==> src/rtl/tcw_pkg.sv <==
// Package for the text console cell writer: item types, command codes,
// character constants and parameter defaults. Depends on nothing.
package tcw_pkg;

  localparam int unsigned COLUMNS_DEF   = 80;
  localparam int unsigned ROWS_DEF      = 25;
  localparam int unsigned TAB_WIDTH_DEF = 4;

  localparam logic [1:0] REQ_PUT   = 2'd0;
  localparam logic [1:0] REQ_CLEAR = 2'd1;
  localparam logic [1:0] REQ_READ  = 2'd2;

  localparam logic [7:0] CH_TAB     = 8'd9;
  localparam logic [7:0] CH_NEWLINE = 8'd10;
  localparam logic [7:0] CH_RETURN  = 8'd13;
  localparam logic [7:0] CH_SPACE   = 8'd32;

  localparam logic [15:0] RESET_CELL = 16'h0F20;

  typedef struct packed {
    logic [1:0]  req_type;
    logic [7:0]  char_code;
    logic [7:0]  color;
    logic [10:0] cell_index;
  } tcw_in_t;

  typedef struct packed {
    logic [15:0] read_data;
    logic [10:0] cursor_pos;
  } tcw_out_t;

  typedef enum logic [2:0] {
    OP_GLYPH,
    OP_NEWLINE,
    OP_TAB,
    OP_RETURN,
    OP_CLEAR,
    OP_READ,
    OP_NONE
  } op_e;

  typedef struct packed {
    op_e         op;
    logic [7:0]  char_code;
    logic [7:0]  color;
    logic [10:0] cell_index;
  } cmd_t;

endpackage

==> src/rtl/tcw_fifo.sv <==
// Small register queue with push/full and pop/empty sides.
// No dependencies.
module tcw_fifo #(
  parameter int unsigned WIDTH = 8,
  parameter int unsigned DEPTH = 2
) (
  input  logic             clk_i,
  input  logic             rst_ni,
  input  logic             push_i,
  input  logic [WIDTH-1:0] wdata_i,
  output logic             full_o,
  input  logic             pop_i,
  output logic [WIDTH-1:0] rdata_o,
  output logic             empty_o
);

  localparam int unsigned PTR_W = (DEPTH > 1) ? $clog2(DEPTH) : 1;
  localparam int unsigned CNT_W = $clog2(DEPTH + 1);

  logic [WIDTH-1:0] mem_q [DEPTH];
  logic [PTR_W-1:0] wptr_q, wptr_d, rptr_q, rptr_d;
  logic [CNT_W-1:0] cnt_q, cnt_d;
  logic             do_push, do_pop;

  assign full_o  = (cnt_q == CNT_W'(DEPTH));
  assign empty_o = (cnt_q == '0);
  assign do_push = push_i && !full_o;
  assign do_pop  = pop_i && !empty_o;
  assign rdata_o = mem_q[rptr_q];

  always_comb begin
    wptr_d = wptr_q;
    rptr_d = rptr_q;
    cnt_d  = cnt_q;
    if (do_push) begin
      wptr_d = (wptr_q == PTR_W'(DEPTH - 1)) ? '0 : PTR_W'(wptr_q + 1'b1);
    end
    if (do_pop) begin
      rptr_d = (rptr_q == PTR_W'(DEPTH - 1)) ? '0 : PTR_W'(rptr_q + 1'b1);
    end
    if (do_push && !do_pop) begin
      cnt_d = CNT_W'(cnt_q + 1'b1);
    end else if (do_pop && !do_push) begin
      cnt_d = CNT_W'(cnt_q - 1'b1);
    end
  end

  always_ff @(posedge clk_i or negedge rst_ni) begin
    if (!rst_ni) begin
      wptr_q <= '0;
      rptr_q <= '0;
      cnt_q  <= '0;
    end else begin
      wptr_q <= wptr_d;
      rptr_q <= rptr_d;
      cnt_q  <= cnt_d;
    end
  end

  always_ff @(posedge clk_i) begin
    if (do_push) begin
      mem_q[wptr_q] <= wdata_i;
    end
  end

endmodule

==> src/rtl/tcw_front.sv <==
// Front end: accepts request items, decodes them into commands and queues them.
// Depends on tcw_pkg and tcw_fifo.
module tcw_front (
  input  logic            clk_i,
  input  logic            rst_ni,
  input  logic            init_busy_i,
  input  logic            push_i,
  input  tcw_pkg::tcw_in_t item_i,
  output logic            full_o,
  input  logic            cmd_pop_i,
  output tcw_pkg::cmd_t    cmd_o,
  output logic            cmd_valid_o
);
  import tcw_pkg::*;

  cmd_t cmd_in;
  logic q_full, q_empty;
  logic [$bits(cmd_t)-1:0] q_rdata;

  always_comb begin
    cmd_in.char_code  = item_i.char_code;
    cmd_in.color      = item_i.color;
    cmd_in.cell_index = item_i.cell_index;
    unique case (item_i.req_type)
      REQ_PUT: begin
        if (item_i.char_code == CH_NEWLINE) begin
          cmd_in.op = OP_NEWLINE;
        end else if (item_i.char_code == CH_TAB) begin
          cmd_in.op = OP_TAB;
        end else if (item_i.char_code == CH_RETURN) begin
          cmd_in.op = OP_RETURN;
        end else begin
          cmd_in.op = OP_GLYPH;
        end
      end
      REQ_CLEAR: cmd_in.op = OP_CLEAR;
      REQ_READ:  cmd_in.op = OP_READ;
      default:   cmd_in.op = OP_NONE;
    endcase
  end

  assign full_o = q_full || init_busy_i;

  tcw_fifo #(
    .WIDTH ($bits(cmd_t)),
    .DEPTH (2)
  ) u_cmd_fifo (
    .clk_i   (clk_i),
    .rst_ni  (rst_ni),
    .push_i  (push_i && !full_o),
    .wdata_i (cmd_in),
    .full_o  (q_full),
    .pop_i   (cmd_pop_i),
    .rdata_o (q_rdata),
    .empty_o (q_empty)
  );

  assign cmd_o       = cmd_t'(q_rdata);
  assign cmd_valid_o = !q_empty;

endmodule

==> config.mk <==
export PLATFORM = sky130hd
export DESIGN_NAME = tcw_front
export DESIGN_NICKNAME = d
export VERILOG_FILES = /design/src/rtl/tcw_pkg.sv /design/src/rtl/tcw_fifo.sv /design/src/rtl/tcw_front.sv
export SDC_FILE = /design/constraint.sdc
export NUM_CORES = 1
export LEC_CHECK = 0
export BUFFER_PORTS_ARGS = -buffer_cell sky130_fd_sc_hd__buf_2
export CAP_MARGIN = 30
export CORE_AREA = 2 2 74 76
export CTS_BUF_LIST = sky130_fd_sc_hd__clkbuf_2 sky130_fd_sc_hd__clkbuf_4 sky130_fd_sc_hd__clkbuf_8
export CTS_CLUSTER_SIZE = 12
export DETAILED_ROUTE_END_ITERATION = 10
export DIE_AREA = 0 0 76 78
export GPL_TIMING_DRIVEN = 0
export PLACE_DENSITY = 0.81
export REMOVE_ABC_BUFFERS = 1
export SLEW_MARGIN = 0
export SYNTH_ARGS = -nofsm -noshare
export SYNTH_HDL_FRONTEND = slang
export SYNTH_SLANG_ARGS = --single-unit
==> constraint.sdc <==
create_clock -name clk_i -period 2.25 [get_ports clk_i]
set_input_delay 0.225 -clock clk_i [delete_from_list [all_inputs] [get_ports clk_i]]
set_output_delay 0.225 -clock clk_i [all_outputs]
set_load 0.05 [all_outputs]
==> results.txt <==
Crit end category: output port
Die H: 78 um
Seq cells post-synth: 64
Worst Clk Skew: 0.00955 ns
Share of layout cells above drive strength 1: 0.558
Leak: 1.21 nW
Critical Path AT: 1.71 ns
Detail Route Antenna Nets: 0
First-pass GRT wire length: 6620 um
Ports: 66
Num CTS Buffers: 9
DRT iter0 DRCs: 71
Standard-cell row count: 26
Slew Limit Fails: 0
Final min period: 1.94 ns
Hold Path Sink: u_cmd_fifo.mem_q[1][4]$_DFFE_PP_
Sum Neg Setup Slack: 0 ns
Hold path start: item_i[4]
Unique masters post-synth: 21
WHS Path Cells: 1
Final Hold Fails: 0
Maximum vdd drop: 0.000817 V
DRT Pass-1 Iters: 3
P per Cell Area: 1370 nW/um2
Via count: 1355
Setup Viol. Count Final: 0
Setup bufs post-CTS: 0
GPL Wtd Cong: 0.687
Vias in the first global route: 1391
Setup CP Type: reg2out
Initial Utilization: 0.487
Syn_area_per_cell: 19.3 um2
Slew HR: 0.398
R2R depth: 2
Sequential share of the synthesized area: 0.775
Clock sinks: 64
Number of I/O port buffers: 65
Worst skew pair latency: 0.33 ns
Die X-Extent: 76 um
H-tree levels: 3
Tightest Hold Check Type: in2reg
RSZ-0062 raised after global routing: no
Syn-to-layout area delta: 27.9%
Post-Route WL: 3980 um
Worst path required time: 2.03 ns
GR Overflow Total: 0
DIE AREA: 5930 um2
Crit path launch type: flip-flop
Non-Filler Instances: 278
Largest net degree at the start of global routing: 31
Cell Area, Synth: 2450 um2
Antenna diodes: 0
Longest Clk Path Bufs: 2
All-Layer GR Usage: 0.149
Reg2reg setup slack: 0.43 ns
Synth Warn #: 0
Initial antenna violation count: 0
Core ar.: 5040 um2
Worst r2r src: u_cmd_fifo.cnt_q[0]$_DFFE_PN0P_
Fillers: 373
Crit path max fanout: 17
Fmax: 516 MHz
CTS tree: built
WL/cell: 14.3 um
Slew @ Worst Pin: 0.901 ns
# DRC: 0
Period utilisation layout: 0.861
Root buf cell: clkbuf_8
Status: finished clean
Post-Syn Instances: 127
Placed cells: 261
Vias/cell: 4.87
Clk pin slew, worst setup/hold paths: 0.07 ns
DP Wirelength: 2600 um
Nets: 239
Worst R2R End: u_cmd_fifo.mem_q[0][20]$_DFFE_PP_
Max-cap viol count: 0
==> critical path, cell delays in order (launching register included) <==
cell     delay [ns]
dfrtp_2        0.61
buf_16         0.21
mux2_2         0.35
buf_2          0.21
==> routing by layer <==
| metal | GRT usage | up-vias | wire, um |
|---|---|---|---|
| li1 | - | 639 | - |
| met1 | 0.167 | 658 | 1660 |
| met2 | 0.252 | 53 | 2030 |
| met3 | 0.0640 | 5 | 266 |
| met4 | 0.0618 | 0 | 26 |
| met5 | 0 | - | 0 |
==> Yosys cell counts, drive strengths merged <==
library cell  count  area share
edfxtp           60        0.73
mux2             30        0.14
inv               7       0.011
dfrtp             4       0.041
xnor2             4       0.014
buf               3      0.0092
a21oi             2      0.0041
ha                2       0.010
nor2              2      0.0031
nor2b             2      0.0051
a31oi             1      0.0026
and3              1      0.0026
nand2             1      0.0026
nand4             1      0.0026
nor3              1      0.0020
nor3b             1      0.0031
o211ai            1      0.0031
o21a              1      0.0031
o22ai             1      0.0026
or2               1      0.0036
xor2              1      0.0036
==> where the power goes <==
part           leakage [nW]  internal, W  switching, W
Combinational         0.499     0.000522       0.00108
Sequential            0.593      0.00150      0.000119
Clock                 0.115     0.000674      0.000399
==> what timing repair did <==
action,CTS,global route
hold buffers,1,0
setup endpoints to repair,0,14
endpoints found under the hold margin,4,0
gates resized for setup,0,1
==> layout by cell type, fill, tap and decap left out <==
master	count
buf_2	65
edfxtp_1	60
mux2_2	30
clkbuf_8	10
inv_1	7
xnor2_1	4
dfrtp_1	3
nor2b_1	2
a21oi_1	2
ha_1	2
bufinv_16	2
clkbuf_4	2
buf_16	2
or2_4	1
nand2_2	1
nor3b_1	1
nor3_1	1
nand4_1	1
o22ai_1	1
a31oi_1	1
o21a_1	1
o211ai_1	1
nor2_4	1
and3_1	1
xor2_1	1
nor2_1	1
clkinv_1	1
clkinv_2	1
dlygate4sd3_1	1
dfrtp_2	1
==> kinds of logic after synthesis <==
group | count (synthesis) | share of synthesized area
compound gates | 6 | 0.0153
mux | 30 | 0.138
fa+ha+maj | 2 | 0.0102
buf+inv | 10 | 0.0199
flops | 64 | 0.775
simple gates | 10 | 0.0245
xor+xnor | 5 | 0.0178
==> metrics by stage <==
stage	area (um2)	utilization	worst slack [ns]	hold slack, ns	total power [W]
detailed placement	2910	0.577	0.400	0.0354	0.00326
CTS	3140	0.623	0.0478	0.0596	0.00434
global route	3140	0.623	0.222	0.0573	0.00447
global placement	2850	0.564	-0.739	0.0358	0.00316
finish	3140	0.623	0.312	0.0791	0.00430
floorplan	2430	-	-0.0497	-0.0706	0.00285
==> worst max path at each step <==
stage | start | endpoint | depth (start not counted)
6_report | u_cmd_fifo.rptr_q$_DFFE_PN0P_ | cmd_o[6] | 3
5_1_grt | u_cmd_fifo.rptr_q$_DFFE_PN0P_ | cmd_o[6] | 3
4_1_cts | u_cmd_fifo.rptr_q$_DFFE_PN0P_ | cmd_o[6] | 3
3_5_place_dp | u_cmd_fifo.cnt_q[0]$_DFFE_PN0P_ | u_cmd_fifo.mem_q[0][5]$_DFFE_PP_ | 2
3_3_place_gp | u_cmd_fifo.cnt_q[0]$_DFFE_PN0P_ | u_cmd_fifo.mem_q[0][5]$_DFFE_PP_ | 2
2_1_floorplan | u_cmd_fifo.cnt_q[1]$_DFFE_PN0P_ | u_cmd_fifo.mem_q[0][0]$_DFFE_PP_ | 3
==> state kept, by name (all words and copies together) (netlist names) <==
name / flops
u_cmd_fifo.cnt_q: 2
u_cmd_fifo.wptr_q: 1
u_cmd_fifo.mem_q: 60
u_cmd_fifo.rptr_q: 1
==> area by class of cell <==
| class | count | area [um2] | share of cell area |
|---|---|---|---|
| Multi-Input combinational cell | 53 | 512 | 0.163 |
| Tap cell | 70 | 87.6 | 0.0279 |
| Clock inverter | 4 | 68.8 | 0.0219 |
| Clock buffer | 12 | 153 | 0.0486 |
| Sequential cell | 64 | 1900 | 0.606 |
| Inverter | 7 | 26.3 | 0.00837 |
| Timing Repair Buffer | 68 | 390 | 0.124 |
No activity file was read; power rests on OpenSTA's default activity.
