### src/rtl/tcw_fifo.sv
// Small register queue with push/full and pop/empty sides.
// No dependencies.
module tcw_fifo #(
  parameter int unsigned WIDTH = 8,
  parameter int unsigned DEPTH = 2
) (
  input  logic             clk_i,
  input  logic             rst_ni,
  input  logic             push_i,
  input  logic [WIDTH-1:0] wdata_i,
  output logic             full_o,
  input  logic             pop_i,
  output logic [WIDTH-1:0] rdata_o,
  output logic             empty_o
);

  localparam int unsigned PTR_W = (DEPTH > 1) ? $clog2(DEPTH) : 1;
  localparam int unsigned CNT_W = $clog2(DEPTH + 1);

  logic [WIDTH-1:0] mem_q [DEPTH];
  logic [PTR_W-1:0] wptr_q, wptr_d, rptr_q, rptr_d;
  logic [CNT_W-1:0] cnt_q, cnt_d;
  logic             do_push, do_pop;

  assign full_o  = (cnt_q == CNT_W'(DEPTH));
  assign empty_o = (cnt_q == '0);
  assign do_push = push_i && !full_o;
  assign do_pop  = pop_i && !empty_o;
  assign rdata_o = mem_q[rptr_q];

  always_comb begin
    wptr_d = wptr_q;
    rptr_d = rptr_q;
    cnt_d  = cnt_q;
    if (do_push) begin
      wptr_d = (wptr_q == PTR_W'(DEPTH - 1)) ? '0 : PTR_W'(wptr_q + 1'b1);
    end
    if (do_pop) begin
      rptr_d = (rptr_q == PTR_W'(DEPTH - 1)) ? '0 : PTR_W'(rptr_q + 1'b1);
    end
    if (do_push && !do_pop) begin
      cnt_d = CNT_W'(cnt_q + 1'b1);
    end else if (do_pop && !do_push) begin
      cnt_d = CNT_W'(cnt_q - 1'b1);
    end
  end

  always_ff @(posedge clk_i or negedge rst_ni) begin
    if (!rst_ni) begin
      wptr_q <= '0;
      rptr_q <= '0;
      cnt_q  <= '0;
    end else begin
      wptr_q <= wptr_d;
      rptr_q <= rptr_d;
      cnt_q  <= cnt_d;
    end
  end

  always_ff @(posedge clk_i) begin
    if (do_push) begin
      mem_q[wptr_q] <= wdata_i;
    end
  end

endmodule

### config.mk
export PLATFORM = sky130hd
export DESIGN_NAME = tcw_fifo
export DESIGN_NICKNAME = d
export VERILOG_FILES = /design/src/rtl/tcw_fifo.sv
export SDC_FILE = /design/constraint.sdc
export NUM_CORES = 1
export LEC_CHECK = 0
export ABC_CLOCK_PERIOD_IN_PS = 2500
export BUFFER_PORTS_ARGS = -buffer_cell sky130_fd_sc_hd__buf_4
export CAP_MARGIN = 25
export CORE_ASPECT_RATIO = 0.8
export CORE_MARGIN = 2
export CORE_UTILIZATION = 40
export DETAILED_ROUTE_END_ITERATION = 10
export SLEW_MARGIN = 25
export SYNTH_ARGS = -nofsm -noshare
export SYNTH_HDL_FRONTEND = slang
export SYNTH_SLANG_ARGS = --single-unit
### constraint.sdc
create_clock -name clk_i -period 2.5 [get_ports clk_i]
set_input_delay 0.25 -clock clk_i [delete_from_list [all_inputs] [get_ports clk_i]]
set_output_delay 0.25 -clock clk_i [all_outputs]
set_load 0.01 [all_outputs]
==> results of run 1 <==
-- area by class of cell --
class	instances	area [µm²]	share of cell area, %
multi-input cells	21	189	18.4
repair buffers	22	168	16.3
flip-flops and latches	20	581	56.5
well taps	24	30.0	2.92
inverters	2	7.51	0.731
clock inverters	1	30.0	2.92
clock buffers	3	22.5	2.19
-- flip-flops by register name (all words and copies together), names as in the netlist --
signal	count
rptr_q	1
cnt_q	2
mem_q	16
wptr_q	1
-- power by group through the flow --
stage,Sequential [mW],Combinational [mW],Clock (mW)
floorplan,0.507,0.263,0
global placement,0.544,0.386,0
detailed placement,0.546,0.386,0
CTS,0.539,0.390,0.258
global route,0.550,0.418,0.272
finish,0.534,0.381,0.249
-- layout by cell type, fill, tap and decap left out, types with 2 or more instances in the layout --
| cell | Yosys | routed |
|---|---|---|
| dfrtp_1 | 4 | 4 |
| mux2_2 | 2 | 2 |
| clkbuf_4 | 0 | 3 |
| edfxtp_1 | 16 | 16 |
| mux2_1 | 6 | 6 |
| xor2_1 | 2 | 2 |
| inv_1 | 2 | 2 |
| xnor2_1 | 2 | 2 |
| nor2_1 | 3 | 3 |
| buf_4 | 0 | 21 |
-- path summary, 6_finish.rpt --
kind,from,end,slack [ps],depth (start not counted)
max,rptr_q$_DFFE_PN0P_,rdata_o[2],850,2
min,wdata_i[0],mem_q[1][0]$_DFFE_PP_,140,1
max reg2reg,cnt_q[0]$_DFFE_PN0P_,mem_q[0][4]$_DFFE_PP_,920,3
min reg2reg,cnt_q[1]$_DFFE_PN0P_,cnt_q[1]$_DFFE_PN0P_,520,1
max in group asynchronous,rst_ni,cnt_q[1]$_DFFE_PN0P_,2110,2
min in group asynchronous,rst_ni,rptr_q$_DFFE_PN0P_,280,2
-- per-stage QoR --
step           area (µm²)  total power [mW]  util [%]  std cells  hold slack, ps
2_1_floorplan         782             0.771         -         44           -45.6
3_3_place_gp          965             0.931      52.0         88            51.1
3_5_place_dp          965             0.933      52.0         88            50.9
4_1_cts              1030              1.19      55.3         93             127
5_1_grt              1030              1.24      55.3         93             113
6_report             1030              1.17      55.3         93             138
-- cells by family after synthesis --
family | share of synthesized area, %
adders and majority gates | 1.60
DFF | 74.2
muxes | 11.5
and+or+nand+nor | 3.84
AOI/OAI and AO/OA | 0.639
buffers and inverters | 1.60
xor gates and xnor gates | 6.56
-- routing by layer --
layer  GRT usage (%)  routed length [µm]  up-vias
li1                -                   -      209
met1            11.4                 445      185
met2            16.3                 493       12
met3            4.14                  51        2
met4            3.08                  14        0
met5               0                   0        -
==> results.py, run 1 <==
metrics = {
    "outcome": {
        "status": "complete, no violations",
    },
    "worst_setup_path": {
        "max_stage_delay_ps": 590,
        "cp.buffers_inverters": 1,
        "startpoint_type": "flop",
        "worst_path_max_delay_cell": "dfrtp_1",
        "path_class": "flop to primary output",
        "crit_chain": "mux2_2 > buf_4",
        "crit_path_end_kind": "primary output",
        "crit_required_ps": 2250,
        "cp_max_fo": 9,
        "crit_family": "flip-flops",
        "worstPathArrival_ps": 1400,
    },
    "detailed_routing": {
        "drt_iter0_markers": 1,
        "viasPerCell": 4.39,
        "drcViolationCount": 0,
        "vias": 408,
        "wl_per_cell_um": 10.8,
        "ant_nets": 0,
        "drt_wl_total_mm": 1.01,
        "drtPass1Iterations": 4,
    },
    "logic_synthesis": {
        "synth_ff_type": "edfxtp_1",
        "synth_fp_nets": 57,
        "yosysMostFrequentCell": "edfxtp_1",
        "yosysTopAreaCell": "edfxtp_1",
        "synth_edf_count": 16,
        "ys_top_cells_by_area": "edfxtp_1, dfrtp_1, mux2_1, mux2_2, xnor2_1",
        "synth_cells": 44,
        "ys_top_cells_by_count": "edfxtp_1, mux2_1, dfrtp_1",
        "syn_avg_cell_area_um2": 17.8,
        "ys_warn_count": 0,
        "netlist_area_um2": 782,
        "synth_cell_types": 15,
        "ys_ff_latch": 20,
        "synth_top_area_share_pct": 61.4,
        "ys_async_sr_fraction_pct": 20.0,
        "synth-seq-area-share_pct": 74.2,
    },
    "sta": {
        "slew_headroom_pct": 54.6,
        "worst_clock_skew_ps": 5.80,
        "min_period_ps": 1650,
        "finalHoldViolCount": 0,
        "fin_ws_ps": 850,
        "slew_violations": 0,
        "post-route-period-util_pct": 66.0,
        "tns_ps": 0,
        "setup_violations": 0,
        "grt_setup_unrepaired": "no",
        "max_freq_mhz": 606,
        "worstMarginPinSlew_ps": 679,
    },
    "clock_tree": {
        "clkLatencyLatePin_ps": 290,
        "cts.clk_slew.worst_paths_ps": 100,
        "cts_max_level": 1,
        "post_cts_buffers": 0,
        "cts-root-buf": "clkbuf_4",
        "clock_path_buffers": 2,
        "hold_buffers": 1,
        "cts_buffers": 3,
        "cts_sinks": 20,
        "cts_tree": "done",
        "ctsResizeCount": 0,
    },
    "global_routing": {
        "grt_pass1_vias": 389,
        "grt_pass1_wl_mm": 1.57,
        "grt_usage_pct": 9.76,
        "antenna_found_initial": 0,
        "grt_start_max_net_pins": 13,
        "overflow": 0,
    },
    "final_layout": {
        "syn2layout_area_growth_pct": 31.4,
        "antenna_cells": 0,
        "nets": 83,
        "drive_above_1_share_pct": 42.0,
        "fillers": 163,
    },
    "place": {
        "detailed_place_hpwl_um": 770,
        "preCtsSetupSlack_ps": 898,
        "portBuffers": 21,
        "place_congestion": 0.845,
    },
    "power": {
        "p_switching_mw": 0.322,
        "swShare_pct": 27.7,
        "power.density_mw_per_mm2": 1130,
        "p_comb_share_pct": 32.7,
        "peakVddDrop_uv": 656,
        "p_clk_share_pct": 21.4,
        "leakage_nw": 0.424,
        "p_int_mw": 0.843,
        "seqPwrFrac_pct": 45.9,
    },
    "floorplan": {
        "io_pins": 22,
        "die_area_mm2": 0.00233,
        "die_height_um": 43.5,
        "core_mm2": 0.00186,
        "start_util_pct": 42.1,
        "num_rows": 14,
        "die_width_um": 53.4,
    },
    "worst_hold_path": {
        "hp-class": "input pin to flop",
    },
    "flow_run": {
        "maxCapViolCount": 0,
    },
}
(Power assumes the default switching activity.)
==> run 2: changes to the inputs <==
- ABC_AREA: not set -> 1
- ABC_CLOCK_PERIOD_IN_PS: 2500 -> 1350
- PLACE_DENSITY: not set -> 0.66
- clock period: 2.5 -> 1.35 ns (I/O delays scaled with it)
==> results.py, run 2 <==
metrics = {
    "logic_synthesis": {
        "synth_cells": 73,
        "yosysMostFrequentCell": "nand2_1",
        "ys_top_cells_by_count": "nand2_1, edfxtp_1, inv_1",
        "synth_edf_count": 16,
        "netlist_area_um2": 810,
        "ys_top_cells_by_area": "edfxtp_1, nand2_1, dfrtp_1, inv_1, ha_1",
        "ys_ff_latch": 20,
        "ys_async_sr_fraction_pct": 20.0,
        "synth_ff_type": "edfxtp_1",
        "synth-seq-area-share_pct": 71.7,
        "yosysTopAreaCell": "edfxtp_1",
        "synth_cell_types": 14,
        "synth_top_area_share_pct": 59.4,
        "ys_warn_count": 0,
        "synth_fp_nets": 86,
        "syn_avg_cell_area_um2": 11.1,
    },
    "power": {
        "leakage_nw": 0.531,
        "power.density_mw_per_mm2": 2170,
        "peakVddDrop_uv": 1310,
        "total_power_mw": 2.54,
    },
    "global_routing": {
        "grt_usage_pct": 13.9,
        "use_met3_pct": 6.42,
        "met1_usage_pct": 18.0,
        "overflow": 0,
        "grt_start_max_net_pins": 12,
        "top_usage_layer": "met2",
        "grt.met2_usage_pct": 21.0,
        "grt_pass1_wl_mm": 2.25,
        "grt_pass1_vias": 532,
        "antenna_found_initial": 0,
    },
    "floorplan": {
        "num_rows": 14,
        "die_area_mm2": 0.00240,
        "die_height_um": 44.2,
        "start_util_pct": 42.8,
        "core_mm2": 0.00189,
        "io_pins": 22,
        "die_width_um": 54.3,
    },
    "worst_setup_path": {
        "crit_path_end_kind": "flop",
        "crit_chain": "buf_4 > buf_4 > o21ai_1 > nor2_4",
        "path_class": "flop to flop",
        "path_depth": 4,
        "r2r_cells": 4,
        "crit_top_cell": "buf_4",
        "max_stage_delay_ps": 430,
        "worstPathArrival_ps": 1380,
        "cp_max_fo": 8,
        "cp.buffers_inverters": 2,
        "worst_path_max_delay_cell": "dfrtp_1",
        "crit_family": "flip-flops",
        "startpoint_type": "flop",
        "regToRegSetupSlack_ps": 20,
        "crit_required_ps": 1410,
    },
    "sta": {
        "slew_headroom_pct": 80.1,
        "fin_ws_ps": 24.2,
        "setup_violations": 0,
        "min_period_ps": 1330,
        "worst_clock_skew_ps": 5.55,
        "max_freq_mhz": 754,
        "slew_violations": 0,
        "finalHoldViolCount": 0,
        "post-route-period-util_pct": 98.2,
        "hold_ws_ps": 7.91,
        "grt_setup_unrepaired": "yes",
        "worstMarginPinSlew_ps": 296,
    },
    "final_layout": {
        "antenna_cells": 0,
        "multi_input_area_um2": 238,
        "final_common_cell": "nand2_1",
        "regArea_um2": 582,
        "nets": 122,
        "top_register": "mem_q",
        "fillers": 146,
        "final_cell_mix": "nand2_1, buf_4, edfxtp_1, inv_1",
        "drive_above_1_share_pct": 42.6,
        "syn2layout_area_growth_pct": 44.8,
        "finish.utilization_pct": 62.0,
        "largest_reg_flops": 16,
        "reg.largest.list": "mem_q x16, cnt_q x2",
        "instances_no_fill": 132,
    },
    "detailed_routing": {
        "drcViolationCount": 0,
        "ant_nets": 0,
        "wl_per_cell_um": 12.4,
        "drt_wl_total_mm": 1.64,
        "drt_iter0_markers": 10,
        "viasPerCell": 4.46,
        "vias": 589,
        "drtPass1Iterations": 4,
    },
    "clock_tree": {
        "cts_sinks": 20,
        "cts.clk_slew.worst_paths_ps": 110,
        "clock_path_buffers": 2,
        "cts-root-buf": "clkbuf_4",
        "cts_max_level": 1,
        "clkLatencyLatePin_ps": 300,
        "cts_tree": "done",
        "cts_buffers": 3,
    },
    "place": {
        "preCtsSetupSlack_ps": -81.7,
        "detailed_place_hpwl_mm": 1.04,
        "place_congestion": 0.759,
        "portBuffers": 21,
        "dp_cells": 122,
    },
    "outcome": {
        "status": "complete, no violations",
    },
    "flow_run": {
        "maxCapViolCount": 0,
    },
    "worst_hold_path": {
        "min_path_cells": 1,
        "hp-class": "input pin to flop",
    },
}
[run 2: layout make-up]
cell class / instances / area share [%]
Clock buffer: 4 / 3.09
Inverter: 8 / 3.09
Multi-Input combinational cell: 44 / 20.3
Sequential cell: 20 / 49.6
Tap cell: 24 / 2.56
Timing Repair Buffer: 32 / 21.3
[run 2: cells by family (layout without fill, tap and decap cells)]
kind of cell | Yosys count | after routing | share of synthesized area (%)
buffers and inverters | 9 | 44 | 4.33
AO/OA/AOI/OAI | 2 | 2 | 1.24
XOR/XNOR | 1 | 1 | 1.08
AND/OR/NAND/NOR | 40 | 40 | 20.1
flip-flops | 20 | 20 | 71.7
adder cells (fa/ha/maj) | 1 | 1 | 1.55
[run 2: power breakdown]
group	internal (mW)	switching (mW)
clock	0.165	0.174
sequential	0.860	0.0856
combinational	0.614	0.645
[run 2: metal layers]
| layer | wire (µm) | share of wire (%) |
|---|---|---|
| met3 | 94 | 5.7 |
| met2 | 823 | 50 |
| met5 | 0 | 0 |
| met1 | 711 | 43 |
| met4 | 13 | 0.79 |
[run 2: metrics by stage]
stage               setup TNS, ps  instance area [µm²]
finish                          0                 1170
global route                 -377                 1170
CTS                         -50.4                 1100
detailed placement          -1120                 1030
global placement             -401                 1030
floorplan                       0                  810
[run 2: timing repair]
action,CTS,global route
setup buffers,1,5
pin swaps,0,3
setup endpoints to repair,17,25
hold endpoints to repair,4,0
resized for setup,5,12
hold buffers,1,0
[run 2: worst register-to-register path, stage by stage (launching register included)]
cell     delay (ps)
dfrtp_1         430
buf_4           140
buf_4           120
o21ai_1         270
nor2_4          120
[run 2: final timing paths]
path / from / end
setup / recovery: cnt_q[0]$_DFFE_PN0P_ / mem_q[1][6]$_DFFE_PP_
hold / removal: wdata_i[3] / mem_q[1][3]$_DFFE_PP_
setup reg to reg: cnt_q[0]$_DFFE_PN0P_ / mem_q[1][6]$_DFFE_PP_
hold reg to reg: wptr_q$_DFFE_PN0N_ / wptr_q$_DFFE_PN0N_
max in group asynchronous: rst_ni / rptr_q$_DFFE_PN0P_
min in group asynchronous: rst_ni / wptr_q$_DFFE_PN0N_
